## src/rtl/core/piecewise_linear_curve_table_defines.svh

```systemverilog
// Assertion helpers used by the curve table RTL.
`ifndef PIECEWISE_LINEAR_CURVE_TABLE_DEFINES_SVH
`define PIECEWISE_LINEAR_CURVE_TABLE_DEFINES_SVH

// Same-cycle implication, clocked on i_clk, off during reset.
`define PWLC_ASSERT_IMP(lbl, ante, cons, msg) \
    lbl: assert property (@(posedge i_clk) disable iff (!i_rst_n) (ante) |-> (cons)) \
        else $error(msg);

// Next-cycle implication, clocked on i_clk, off during reset.
`define PWLC_ASSERT_NXT(lbl, ante, cons, msg) \
    lbl: assert property (@(posedge i_clk) disable iff (!i_rst_n) (ante) |=> (cons)) \
        else $error(msg);

`endif

```

## src/rtl/core/pwlc_ram.sv

```systemverilog
module pwlc_ram #(
    parameter int WIDTH = 16,
    parameter int DEPTH = 256
) (
    input  logic                     i_clk,
    input  logic                     i_we,
    input  logic [$clog2(DEPTH)-1:0] i_waddr,
    input  logic [WIDTH-1:0]         i_wdata,
    input  logic [$clog2(DEPTH)-1:0] i_raddr,
    output logic [WIDTH-1:0]         o_rdata
);

    logic [WIDTH-1:0] r_mem [DEPTH];

    always_ff @(posedge i_clk) begin
        if (i_we) begin
            r_mem[i_waddr] <= i_wdata;
        end
        o_rdata <= r_mem[i_raddr];
    end

endmodule

```

## config.mk

```make
export PLATFORM = sky130hd
export DESIGN_NAME = pwlc_ram
export DESIGN_NICKNAME = d
export VERILOG_FILES = /design/src/rtl/core/piecewise_linear_curve_table_defines.svh /design/src/rtl/core/pwlc_ram.sv
export SDC_FILE = /design/constraint.sdc
export NUM_CORES = 2
export LEC_CHECK = 0
export BUFFER_PORTS_ARGS = -buffer_cell sky130_fd_sc_hd__buf_2
export CELL_PAD_IN_SITES_DETAIL_PLACEMENT = 0
export CELL_PAD_IN_SITES_GLOBAL_PLACEMENT = 1
export CORE_UTILIZATION = 50
export CTS_CLUSTER_SIZE = 30
export DETAILED_ROUTE_END_ITERATION = 8
export PLACE_DENSITY_LB_ADDON = 0.1
export SYNTH_ARGS = -nofsm -noshare
export SYNTH_HDL_FRONTEND = slang
export SYNTH_SLANG_ARGS = --single-unit
```

## constraint.sdc

```tcl
create_clock -name i_clk -period 2.85 [get_ports i_clk]
set_input_delay 0 -clock i_clk [delete_from_list [all_inputs] [get_ports i_clk]]
set_output_delay 0 -clock i_clk [all_outputs]
set_load 0.005 [all_outputs]
```

* Word level (Yosys, flattened, before mapping)
Memories as Yosys holds them, arrays and structs flattened. A register that Yosys moved wholly into a read port is not among the register bits.
Cells that the tools add are included.
** Cells by class
- Multiplexer cells :: 2
** Operator list (count)
- two-way mux 1 bit :: 2
** Storage, ports and cells
- Word-level logic and storage cells :: 3
- Output and inout port bits :: 16
- Bits in writable memories :: 4096
- Memories :: 1
- Bits of input ports :: 34
- Register bits after elaboration :: 0
** Memory list
- r_mem :: words 256, bits a word 16, rd ports 1, clocked after memory_dff 1, wr ports 1, line pwlc_ram.sv:13 : logic [WIDTH-1:0] r_mem [DEPTH];

* Logic depth before layout (Yosys ltp)
- Depth in word-level cells :: 2
- Mapped depth :: 12
- Depth with buffers taken out :: 6

* Worst setup path after synthesis
OpenSTA, ideal clock, no wires.
- Path type :: input-to-reg
- Start point :: in i_waddr[3]
- End point :: mem r_mem[235][0] (enable)
- Setup slack :: 0.685 ns
- Path buffers :: 3
- Data required time :: 2.462 ns
- Arrival :: 1.777 ns
- Cell stages on the path :: 6
- Library setup time :: 0.388 ns
- Cell sequence :: clkbuf_1 > nor2b_1 > clkbuf_1 > nand4_1 > clkbuf_1 > nor2_1
** RTL lines
- start: declaration :: line pwlc_ram.sv:7 : input logic [$clog2(DEPTH)-1:0] i_waddr,
- end: declaration :: line pwlc_ram.sv:13
Straight into the memory's write port.

==> results.ini <==
[clock_network]
clock_sinks = 4112
cts-htree-levels = 5
cts_made_buffers = 421
clockBufferDepth = 4
cts.clk_slew.worst_paths_ns = 0.06
clk_latency_ns = 0.97
clock-root-buffer = clkbuf_16
cts_tree = built

[yosys]
synth.top_cell.area_share = 0.775
syn_area_um2 = 159000
synth_cells = 7360
yosysUniqueCellTypes = 52
synth_edf_count = 4096
yosys.area.top_type = edfxtp_1
synth-seq-cells = 4112
ys.flop_type = edfxtp_1
synth_area_leaders = edfxtp_1, mux4_2, mux2i_1
syn_avg_cell_area_um2 = 21.6
synthArstFlopShare = 0
ys_seq_area_frac = 0.777
yosysWarnings = 0
synth.net_count = 7394

[placed_design]
dp_hpwl_um = 280000
gp_congestion = 0.883
place_area_um2 = 171000
io_buffers = 49

[power_and_ir_drop]
power.internal_uw = 100000
p_switching_uw = 27700
vdd_ir_drop_max_v = 0.000553
swShare = 0.216
seqPwrFrac = 0.522
p_comb_frac = 0.055
finalPower_uw = 128000
leakagePower_uw = 0.0597
power.density_nw_per_um2 = 693
clkPwrFrac = 0.423

[setup_path]
arrival_ns = 3.64
crit_chain = dlygate4sd3_1 > clkbuf_8 > or2_4 > buf_4 > buf_4 > o221ai_1 > a21oi_1 > o31ai_1 > o32ai_2 > buf_4 > nor4_1
critPathKind = input pin to register
crit_path_max_fanout = 33
worstPathRequired_ns = 3.71
crit_path_start_kind = input pin
worstSetupEndpointType = register
critPathMostFrequentCell = buf_4
cpPeakStageDelay_ns = 0.71
r2r_cells = 7
cpMaxStageDelayCell = o31ai_1

[floorplanning]
initial_core_util = 0.503
dieHeight_um = 565
io-pin-count = 50
row_count = 206
core_area_um2 = 315000
die_x_um = 565
die-area_um2 = 320000

[drt]
ant_nets = 0
vias_per_cell = 6.33
first_iter_violations = 10500
num_vias = 81300
dr.pass1.iters = 6
wl_per_cell_um = 35.0
drc = 0
totalWireLength_um = 450000

[cells_and_area]
drive_gt1_frac = 0.294
n_fill_cell = 22900
area_growth_pct = 16.3
final_common_cell = edfxtp_1
layout_common_cells = edfxtp_1, mux4_2, buf_4, mux2i_1, clkbuf_16
finish.utilization = 0.585
nNetsFinal = 8365
stdcell_area_um2 = 185000

[timing]
skew_ns = 0.0429
fin_crit_ns = 2.78
max_freq_mhz = 359
drv_slew = 0
setup_viol = 0
tightest_slew_ns = 1.09
rsz0062_at_grt = no
hold_violations = 0
slew_headroom = 0.274
fin_crit_sh = 0.976

[status]
status = finished, final reports clean

[grt]
grt_pass1_wl_um = 628000
antenna_found_initial = 35
grt-ovfl-total = 0
track_usage = 0.282
grt_max_degree = 106
grt_pass1_vias = 80800

[hold_path]
hold_depth = 5
hold_path.class = input pin to register

[job]
max_cap_viol_count = 0

## sequential cells by signal (all words and copies together), names as in the netlist
register and count:
r_mem 4096, o_rdata 16
## per-layer routing
metal  vias up  wire length (µm)  track usage
met1     43900            187000        0.408
met2      3584            216000        0.449
li1      33300                 -            -
met3       587             35800       0.0478
met4        14             11600       0.0703
met5         -                86            0
## power by group through the flow
stage	sequential (µW)	clock, µW	combinational (µW)
3_5_place_dp	68000	0	7050
5_1_grt	66700	57000	7380
4_1_cts	66800	54800	7120
6_report	66800	54100	7090
3_3_place_gp	68000	0	6960
2_1_floorplan	68000	0	3290
## kinds of logic (layout without fill, tap and decap cells)
group	after synthesis	after routing	synth area share
DFF	4112	4112	0.777
muxes	1450	1450	0.155
AOI/OAI and AO/OA	786	786	0.0354
and+or+nand+nor	556	556	0.0157
buffers and inverters	456	1773	0.0169
other	0	12	0
## worst max-delay path: cells and delay by family
kind	cells	cell delay, ns
AOI/OAI and AO/OA	4	1.47
buffers and inverters	5	1.47
and+or+nand+nor	2	0.61
## metrics by stage
step           hold WS [ns]  std cells  TNS (ns)  setup WS (ns)
4_1_cts             0.00103      12800         0         0.0655
5_1_grt              0.0268      12800         0         0.0142
3_3_place_gp          0.373      12000     -5.60         -0.613
2_1_floorplan        0.0989       7360         0          0.685
6_report             0.0516      12800         0         0.0679
3_5_place_dp          0.378      12000     -5.58         -0.620
## cell usage after synthesis, drive strengths merged, types with 4 or more instances
cell type and n:
a2111oi 6, o221ai 253, o31ai 16, mux4 797, nand4 26, and3 11
a31oi 6, dfxtp 16, mux2 88, or2 5, nor2b 9, buf 222
a211oi 18, nor3 92, edfxtp 4096, o32ai 21, clkbuf 230, a221oi 28
nor4 18, a21oi 175, a22o 32, mux2i 565, inv 4, o22ai 148
nand3 35, nand2 38, o21ai 38, a22oi 43, nor2 304
## layout make-up
| cell class | instances | area [µm²] | area share |
|---|---|---|---|
| antenna | 12 | 30.0 | 0.000163 |
| clock buffer | 525 | 11100 | 0.0599 |
| clock inverter | 244 | 2410 | 0.0130 |
| inverter | 4 | 27.5 | 0.000149 |
| multi-input combinational | 2792 | 33100 | 0.179 |
| sequential | 4112 | 123000 | 0.668 |
| tap | 4160 | 5200 | 0.0282 |
| timing repair buffer | 1000 | 9390 | 0.0509 |
## worst paths after layout
kind                                      from  slack, ns          end
worst max-delay path                i_raddr[2]       0.07   o_rdata[6]
worst min-delay path                i_raddr[3]       0.05  o_rdata[12]
worst max register to register   r_mem[11][12]       0.07  o_rdata[12]
worst min register to register  r_mem[102][13]       1.12  o_rdata[13]
## repair_timing
item,4_1_cts,5_1_grt
gates resized for setup,8,0
buffers inserted,0,0
endpoints found under the hold margin,4699,0
setup endpoints to repair,7,0
hold buffers,39,0
No activity file was read; power rests on OpenSTA's default activity.
