[src/rtl/core/piecewise_linear_curve_table_defines.svh]
// Assertion helpers used by the curve table RTL.
`ifndef PIECEWISE_LINEAR_CURVE_TABLE_DEFINES_SVH
`define PIECEWISE_LINEAR_CURVE_TABLE_DEFINES_SVH

// Same-cycle implication, clocked on i_clk, off during reset.
`define PWLC_ASSERT_IMP(lbl, ante, cons, msg) \
    lbl: assert property (@(posedge i_clk) disable iff (!i_rst_n) (ante) |-> (cons)) \
        else $error(msg);

// Next-cycle implication, clocked on i_clk, off during reset.
`define PWLC_ASSERT_NXT(lbl, ante, cons, msg) \
    lbl: assert property (@(posedge i_clk) disable iff (!i_rst_n) (ante) |=> (cons)) \
        else $error(msg);

`endif

[src/rtl/core/pwlc_pkg.sv]
package pwlc_pkg;

    localparam int ENTRIES_DEF = 256;

    localparam int KEY_W      = 16;
    localparam int VAL_W      = 16;
    localparam int STEP_W     = 9;
    localparam int CMD_W      = 2;
    localparam int CFG_IDX_W  = 3;
    localparam int CFG_DATA_W = 16;
    localparam int DIV_W      = 16;

    localparam logic [CMD_W-1:0] CMD_INIT   = 2'd0;
    localparam logic [CMD_W-1:0] CMD_SET    = 2'd1;
    localparam logic [CMD_W-1:0] CMD_REMOVE = 2'd2;
    localparam logic [CMD_W-1:0] CMD_GET    = 2'd3;

    localparam logic [CFG_IDX_W-1:0] REG_DOMAIN_LOW  = 3'd0;
    localparam logic [CFG_IDX_W-1:0] REG_DOMAIN_HIGH = 3'd1;
    localparam logic [CFG_IDX_W-1:0] REG_RANGE_LOW   = 3'd2;
    localparam logic [CFG_IDX_W-1:0] REG_RANGE_HIGH  = 3'd3;
    localparam logic [CFG_IDX_W-1:0] REG_KEY_STEP    = 3'd4;

    typedef struct packed {
        logic             start;
        logic [DIV_W-1:0] dividend;
        logic [DIV_W-1:0] divisor;
    } t_div_req;

    typedef struct packed {
        logic             done;
        logic [DIV_W-1:0] quot;
        logic [DIV_W-1:0] rem;
    } t_div_rsp;

endpackage

[src/rtl/core/pwlc_div.sv]
// Restoring divider, one quotient bit per cycle.
module pwlc_div (
    input  logic               i_clk,
    input  logic               i_rst_n,
    input  pwlc_pkg::t_div_req i_req,
    output pwlc_pkg::t_div_rsp o_rsp
);

    localparam int W  = pwlc_pkg::DIV_W;
    localparam int CW = $clog2(W + 1);

    logic          r_busy;
    logic          r_done;
    logic [CW-1:0] r_cnt;
    logic [W-1:0]  r_quot;
    logic [W-1:0]  r_rem;
    logic [W-1:0]  r_dvs;

    logic [W:0]    w_trial;
    logic          w_ge;
    logic [W:0]    w_diff;

    always_comb begin
        w_trial = {r_rem, r_quot[W-1]};
        w_ge    = w_trial >= {1'b0, r_dvs};
        w_diff  = w_trial - {1'b0, r_dvs};
    end

    always_ff @(posedge i_clk) begin
        if (!i_rst_n) begin
            r_busy <= 1'b0;
            r_done <= 1'b0;
            r_cnt  <= '0;
        end else begin
            r_done <= 1'b0;
            if (i_req.start) begin
                r_busy <= 1'b1;
                r_cnt  <= CW'(W);
                r_quot <= i_req.dividend;
                r_rem  <= '0;
                r_dvs  <= i_req.divisor;
            end else if (r_busy) begin
                r_quot <= {r_quot[W-2:0], w_ge};
                r_rem  <= w_ge ? w_diff[W-1:0] : w_trial[W-1:0];
                r_cnt  <= r_cnt - CW'(1);
                if (r_cnt == CW'(1)) begin
                    r_busy <= 1'b0;
                    r_done <= 1'b1;
                end
            end
        end
    end

    assign o_rsp.done = r_done;
    assign o_rsp.quot = r_quot;
    assign o_rsp.rem  = r_rem;

endmodule
[config.mk]
export PLATFORM = sky130hd
export DESIGN_NAME = pwlc_div
export DESIGN_NICKNAME = d
export VERILOG_FILES = /design/src/rtl/core/piecewise_linear_curve_table_defines.svh /design/src/rtl/core/pwlc_pkg.sv /design/src/rtl/core/pwlc_div.sv
export SDC_FILE = /design/constraint.sdc
export NUM_CORES = 1
export LEC_CHECK = 0
export BUFFER_PORTS_ARGS = -buffer_cell sky130_fd_sc_hd__buf_4
export CAP_MARGIN = 0
export CORE_MARGIN = 1
export CORE_UTILIZATION = 51
export CTS_BUF_LIST = sky130_fd_sc_hd__clkbuf_8
export DETAILED_ROUTE_END_ITERATION = 10
export GPL_TIMING_DRIVEN = 0
export MAX_ROUTING_LAYER = met4
export PLACE_DENSITY = 0.86
export SYNTH_ARGS = -nofsm -noshare
export SYNTH_HDL_FRONTEND = slang
export SYNTH_SLANG_ARGS = --single-unit
[constraint.sdc]
create_clock -name i_clk -period 2.2 [get_ports i_clk]
set_input_delay 0.55 -clock i_clk [delete_from_list [all_inputs] [get_ports i_clk]]
set_output_delay 0.55 -clock i_clk [all_outputs]
set_load 0.01 [all_outputs]
==> Yosys cells after proc, flatten, opt, wreduce, memory -nomap -nowiden <==
Cells that the tools add are included.
{ "totals": {"regBits": 55, "in_bits": 35, "out_inout_bits": 33, "elab_cells": 28} }
{ "op_classes": {"add_sub_neg": 2, "magnitude_cmp": 1, "eq_ne": 1, "n_mux": 10, "bitwise_logic": 2, "n_reduce_logical": 5} }
{ "op_table": {"columns": ["op", "count"], "rows": [
  ["$mux 16", 4],
  ["$ge 17x16->1", 1],
  ["$sub 16x16->16", 1],
  ["$mux 5", 2],
  ["$eq 5x1->1 const B", 1],
  ["$sub 5x1->5 const B", 1],
  ["$mux 1", 4],
  ["$reduce_and 2->1", 2],
  ["$reduce_or 3->1", 1],
  ["$not 1->1", 2],
  ["$reduce_bool 2->1", 1],
  ["$reduce_or 2->1", 1]
]} }

==> Depth between registers and ports, before layout <==
Gate-level depths: netlist (run 1).
{ "depth": {"depth_word": 4, "mapped_depth": 10, "depth_no_buf": 9} }

==> Least setup slack after synthesis (run 1) <==
Ideal clock, no wire load.
{ "synth_path": {"path_kind": "reg-to-reg", "startpoint": "register r_rem[3]", "endpoint": "register r_quot[0], data pin", "setup_ps": 260, "arrival_ps": 2125, "required_time_ps": 1940, "setup_slack_ps": -185, "path_stages_with_launch": 9, "path_buffers": 1, "period_less_slack_ps": 2385, "cell_sequence": "edfxtp_1 -> ha_1 -> buf_6 -> a21o_1 -> a31oi_4 -> a21oi_4 -> o31ai_2 -> nand2_2 -> mux2_4"} }
{ "synth_via": {"elab_chain_len": 3} }
{ "synth_rtl": {"columns": ["item", "line", "text"], "rows": [
  ["start, declared", "pwlc_div.sv:16", "logic [W-1:0] r_rem;"],
  ["start signal, assigned", "pwlc_div.sv:44", "r_rem <= w_ge ? w_diff[W-1:0] : w_trial[W-1:0];"],
  ["$ge 17x16->1", "pwlc_div.sv:25", "w_ge = w_trial >= {1'b0, r_dvs};"],
  ["$mux 16", "pwlc_div.sv:42", "end else if (r_busy) begin"],
  ["$mux 16", "pwlc_div.sv:36", "if (i_req.start) begin"],
  ["end signal, assigned", "pwlc_div.sv:39", "r_quot <= i_req.dividend;"],
  ["end signal, assigned", "pwlc_div.sv:43", "r_quot <= {r_quot[W-2:0], w_ge};"],
  ["end, declared", "pwlc_div.sv:15", "logic [W-1:0] r_quot;"]
]} }
No other way between the ends. The select of a mux whose other input is x is not followed.
A chain may end at the register's enable or synchronous reset.

==> Worst setup path in the final report (run 1) <==
{ "layout_path": {"startpoint": "register r_rem[5]", "endpoint": "register r_rem[13], data pin"} }
{ "layout_via": {"elab_chain_len": 3, "elab_cells_between_ends": 4} }
{ "layout_rtl": {"columns": ["item", "line"], "rows": [
  ["$sub 16x16->16 / $ge 17x16->1 (equally long branches)", "pwlc_div.sv:26, pwlc_div.sv:25"],
  ["$mux 16 *", "pwlc_div.sv:44"],
  ["$mux 16 *", "pwlc_div.sv:42"]
]} }
Mark *: on every way between the ends. The rest lies on a longest branch, timed or not. The select of a mux whose other input is x is not followed.

==> results.cfg, run 1 <==
[outcome]
status = finished with violations
violations = setup timing

[timing]
fin_crit_sh_pct = 110.6
finalSetupViolCount = 17
setup_ws_ns = -0.2332
worst_slew_pin_slew_ns = 0.8368
finalClockSkew_ns = 0.01399
rsz0062_at_grt = yes
slew_headroom_pct = 44.21
min_period_ns = 2.433
report.final.slew_viol_count = 0
hold_viol = 0
final.setup.tns_ns = -2.958
max_freq_mhz = 411.0

[yosys]
yosysWarnings = 0
synth_cell_types = 62
synth_edf_count = 48
synth.net_count = 338
synthCells = 284
synth_ff_type = edfxtp_1
ys_seq_elements = 55
syn_area_per_cell_um2 = 11.39
ys_seq_area_share_pct = 48.90
syn_area_mm2 = 0.003234
async_flop_share_pct = 0

[floorplanning]
die_h_um = 81.64
die_x_um = 81.64
core_mm2 = 0.006026
die_area_mm2 = 0.006664
num_rows = 28
initial_core_util_pct = 53.68
io_pins = 68

[detailed_routing]
drcViolationCount = 0
num_vias = 2758
drt_pass1_iterations = 9
avgRoutedWirePerCell_um = 18.76
vias_per_cell = 6.022
ant_nets = 0
wl_um = 8591
drt_iter0_drc = 326

[clock_tree]
cts_tree = done
cts_sinks = 55
worstSkewPairLatency_ns = 0.33
clk_path_buf_depth = 2
hold_buffers = 0
cts-root-buf = clkbuf_8
htreeDepth = 2
numCtsBuffers = 5
clk_transition_reported_paths_ns = 0.11

[placed_design]
dp.final_hpwl_um = 5175
placed_area_mm2 = 0.003846
dp_cells = 426
numPortBuffers = 67
place.gp.congestion = 0.9361

[run]
drv_cap = 0

[setup_path]
arrival_ns = 2.49
required_ns = 2.26
critPathLaunchType = flip-flop
crit_fanout = 5
cp-end-kind = flip-flop
path_class = flip-flop to flip-flop

[power]
vdd_ir_drop_max_uv = 417.8
p_per_area_mw_per_mm2 = 692.8
leakagePower_nw = 1.775

[global_routing]
grt_pass1_wl_um = 12190
overflow = 0
grt_max_degree = 34
track_usage_pct = 25.80
antenna_found_initial = 0
grt_pass1_vias = 2536

[layout]
diodes = 0
final_area_mm2 = 0.004369
syn2layout_area_growth_pct = 35.09
layout_commonest_cell = buf_4
stdcell_count = 458
most-common-layout-cells = buf_4 (91), edfxtp_1 (48), inv_1 (20)
final_nets = 436
drive_above_1_share_pct = 44.65
final_util_pct = 72.51

[min_path]
hold_class = input pin to flip-flop
-- cells in the mapped netlist, types with 3 or more instances --
| cell | count | area, µm² |
|---|---|---|
| o211ai_1 | 3 | 22.52 |
| and3_1 | 4 | 25.02 |
| a21oi_1 | 17 | 85.08 |
| dfxtp_1 | 7 | 140.1 |
| o22ai_1 | 6 | 37.54 |
| a21boi_0 | 4 | 30.03 |
| o21ai_1 | 8 | 40.04 |
| nand3_1 | 12 | 60.06 |
| a311oi_1 | 3 | 26.28 |
| a211oi_1 | 4 | 30.03 |
| edfxtp_1 | 48 | 1441 |
| buf_6 | 3 | 33.78 |
| o21ai_0 | 5 | 25.02 |
| nor2b_1 | 5 | 31.28 |
| xnor2_1 | 7 | 61.31 |
| mux2i_1 | 3 | 30.03 |
| mux2_2 | 15 | 168.9 |
| inv_1 | 21 | 78.83 |
| a21o_1 | 4 | 30.03 |
| xor2_1 | 5 | 43.79 |
| nand2_1 | 11 | 41.29 |
| nor2_1 | 13 | 48.80 |
| ha_1 | 18 | 225.2 |
| nor3_1 | 7 | 35.03 |
| clkbuf_1 | 4 | 15.01 |
| o21a_1 | 3 | 22.52 |
-- area by class of cell --
type / count / area (µm²)
clock inverters: 3 / 33.78
inverters: 23 / 86.33
well taps: 75 / 93.84
flip-flops and latches: 55 / 1582
multi-input cells: 196 / 1742
plain buffers: 9 / 65.06
repair buffers: 92 / 698.2
fillers: 408 / 1657
clock buffers: 5 / 68.82
-- final timing paths --
kind | start | end | slack [ns] | cells past startpoint
setup / recovery | r_rem[5] | r_rem[13] | -0.23 | 9
hold / removal | i_req[5] | r_dvs[5] | 0.39 | 1
setup reg to reg | r_rem[5] | r_rem[13] | -0.23 | 9
hold reg to reg | r_cnt[1] | r_cnt[1] | 0.52 | 2
-- cell families (layout without fill, tap and decap cells) --
family,Yosys count,count (layout),synth area share [%]
fa+ha+maj,19,19,7.582
xor+xnor,12,12,3.249
buf+inv,33,132,4.680
compound gates,78,78,17.56
flops,55,55,48.90
mux,19,19,6.615
simple gates,68,68,11.41
-- worst max-delay path, stage by stage, from the launching register on --
cell	delay (ns)
edfxtp_1	0.43
ha_1	0.30
buf_6	0.14
a21oi_4	0.11
o21ai_2	0.09
a31o_4	0.25
o31a_1	0.41
buf_6	0.18
o211ai_1	0.17
a21oi_1	0.09
-- state kept, by name, summed over array words and instances (netlist names) --
| name | flops |
|---|---|
| r_dvs | 16 |
| r_quot | 16 |
| r_rem | 16 |
| r_cnt | 5 |
| r_busy | 1 |
| r_done | 1 |
-- timing repair --
| action | in CTS | in global routing |
|---|---|---|
| resized for setup | 33 | 18 |
| setup buffers | 15 | 8 |
| pin swaps | 14 | 10 |
| setup endpoints to repair | 50 | 17 |
| gates cloned | 2 | 0 |
-- layer usage --
layer / GRT usage [%] / routed length [µm] / vias to the layer above
met5: - / 0 / -
li1: - / - / 1268
met1: 33.64 / 3506 / 1321
met3: 5.111 / 630 / 25
met2: 40.25 / 4212 / 144
met4: 8.772 / 240 / 0
-- metrics by stage --
stage          power [mW]  setup slack [ns]  hold slack [ns]
3_3_place_gp        2.143           -0.4703           0.4809
3_5_place_dp        2.169           -0.5403           0.4985
2_1_floorplan       1.903           -0.1043           0.4685
5_1_grt             3.149           -0.3159           0.3795
4_1_cts             2.916           -0.1852           0.3920
6_report            3.027           -0.2332           0.3928
-- power breakdown --
part	switching [mW]	total (mW)	leakage, nW	internal (mW)
Clock	0.394	0.638	0.0519	0.243
Sequential	0.0639	1.31	0.516	1.24
Combinational	0.556	1.08	1.21	0.527
Total	1.01	3.03	1.77	2.01
(Power assumes the default switching activity.)
==> inputs of run 2 (changes only) <==
- CORE_UTILIZATION: 51 -> 50
- CTS_BUF_LIST: sky130_fd_sc_hd__clkbuf_8 -> unset
- PLACE_DENSITY: 0.86 -> 0.85
==> run 2 against run 1 <==
Effect of this change:
- global-route usage up 1.3 points
- critical path type unchanged
- die area increased by 2.0%
- clock power rose by 11%
- first-iteration DRC count is 3.7% higher
- highest routed layer unchanged
- cell area down 2.5%
- register-to-register slack lost 0.05 ns
- largest power group unchanged
- the run still ends with setup timing left
- routed wire length up 3.7%
- sequential share of layout area grew 0.95 points
- combinational power is essentially flat
- critical path depth shrank 1
- flip-flop and latch count did not move
==> results.cfg, run 2 (same netlist as run 1, synthesis figures left out) <==
[placed_design]
numPortBuffers = 67
placed_area_mm2 = 0.003847
place.gp.congestion = 0.9178
dp.final_hpwl_um = 5615
post-place-ws_ns = -0.3695

[power]
p_per_area_mw_per_mm2 = 722.4
leakagePower_nw = 1.733
vdd_ir_drop_max_uv = 401.6
power_mw = 3.076

[setup_path]
timing.rr.start = r_rem[9]
cp-end-kind = flip-flop
arrival_ns = 2.52
critPathLaunch = r_rem[9]
crit_fanout = 9
critPathLaunchType = flip-flop
r2r-end = r_rem[4]
path_class = flip-flop to flip-flop
r2r_cells = 8
required_ns = 2.24
reg2reg_slack_ns = -0.28

[min_path]
hold-path-cell-count = 1
hp-start = i_req[10]
hold_class = input pin to flip-flop
whs_endpoint = r_dvs[10]

[layout]
final_nets = 431
most-common-layout-cells = buf_4 (88), edfxtp_1 (48), inv_1 (21)
final_area_mm2 = 0.004258
fillers = 449
diodes = 0
multi_input_area_mm2 = 0.001667
syn2layout_area_growth_pct = 31.64
drive_above_1_share_pct = 40.74
top_regs = r_dvs x16, r_quot x16, r_rem x16
regArea_mm2 = 0.001582
layout_commonest_cell = buf_4

[detailed_routing]
top_layer_used = met4
dr_wl_met2_um = 4623
met3_length_um = 556
drt_pass1_iterations = 5
wl_um = 8907
num_vias = 2778
avgRoutedWirePerCell_um = 19.66
ant_nets = 0
vias_per_cell = 6.132
drt_iter0_drc = 338
drcViolationCount = 0
wl_met1_um = 3476

[timing]
hold_slack_ns = 0.4021
setup_ws_ns = -0.2800
max_freq_mhz = 403.2
hold_viol = 0
finalClockSkew_ns = 0.009031
rsz0062_at_grt = yes
finalSetupViolCount = 17
final.setup.tns_ns = -3.969
fin_crit_sh_pct = 112.7
slew_headroom_pct = 43.79
report.final.slew_viol_count = 0
min_period_ns = 2.480
worst_slew_pin_slew_ns = 0.8432

[clock_tree]
hold_buffers = 0
cts_sinks = 55
clk_path_buf_depth = 2
clk_transition_reported_paths_ns = 0.11
cts-root-buf = clkbuf_8
htreeDepth = 2
worstSkewPairLatency_ns = 0.32
cts_tree = done
numCtsBuffers = 5

[global_routing]
grt_max_degree = 34
grt_pass1_vias = 2653
track_usage_pct = 27.09
antenna_found_initial = 0
overflow = 0
grt_pass1_wl_um = 13170

[outcome]
violations = setup timing
status = finished with violations

[run]
drv_cap = 0

[floorplanning]
core_mm2 = 0.006096
num_rows = 28
die_x_um = 82.43
die_area_mm2 = 0.006795
io_pins = 68
die_h_um = 82.43
initial_core_util_pct = 53.06
==> run 2: metrics by stage <==
stage	cells	util [%]
after floorplan	284	-
after global placement	426	63.10
after detailed placement	426	63.12
after CTS	447	68.21
after global routing	453	69.85
final	453	69.85
==> run 2: cell type report <==
type	count	share of cell area [%]
Buffer	9	1.528
Clock buffer	6	1.704
Clock inverter	2	0.9110
Inverter	23	2.028
Multi-Input combinational cell	196	39.14
Sequential cell	55	37.14
Tap cell	75	2.204
Timing Repair Buffer	87	15.34
==> run 2: worst max path at each step <==
stage	end	slack, ns	depth (start not counted)
floorplan	r_rem[13]	-0.10	9
global placement	r_rem[5]	-0.47	3
detailed placement	r_rem[7]	-0.37	6
CTS	r_rem[13]	-0.24	9
global route	r_rem[13]	-0.35	9
finish	r_rem[4]	-0.28	8
==> run 2: report_power, final <==
part           leakage (nW)  internal, mW  switching (mW)
clock network        0.0558         0.345           0.362
registers             0.516          1.24          0.0601
logic                  1.16         0.504           0.562
==> run 2: worst max-delay path, stage by stage, from the launching register on <==
cell and delay, ns:
edfxtp_1 0.43, ha_2 0.37, a21oi_1 0.17, o21ai_0 0.14, a31o_4 0.24, o31a_1 0.40
buf_4 0.21, o21ai_1 0.15, a21oi_1 0.10
==> run 2: repair_timing <==
item	4_1_cts	5_1_grt
buffers inserted	12	7
resized for setup	23	11
setup endpoints to repair	17	17
pin swaps	11	10
gates cloned	1	0
==> run 2: per-layer routing <==
layer,global-route usage (%),vias up
met5,-,-
met4,9.649,0
met3,4.505,32
met2,43.39,149
met1,34.70,1344
li1,-,1253
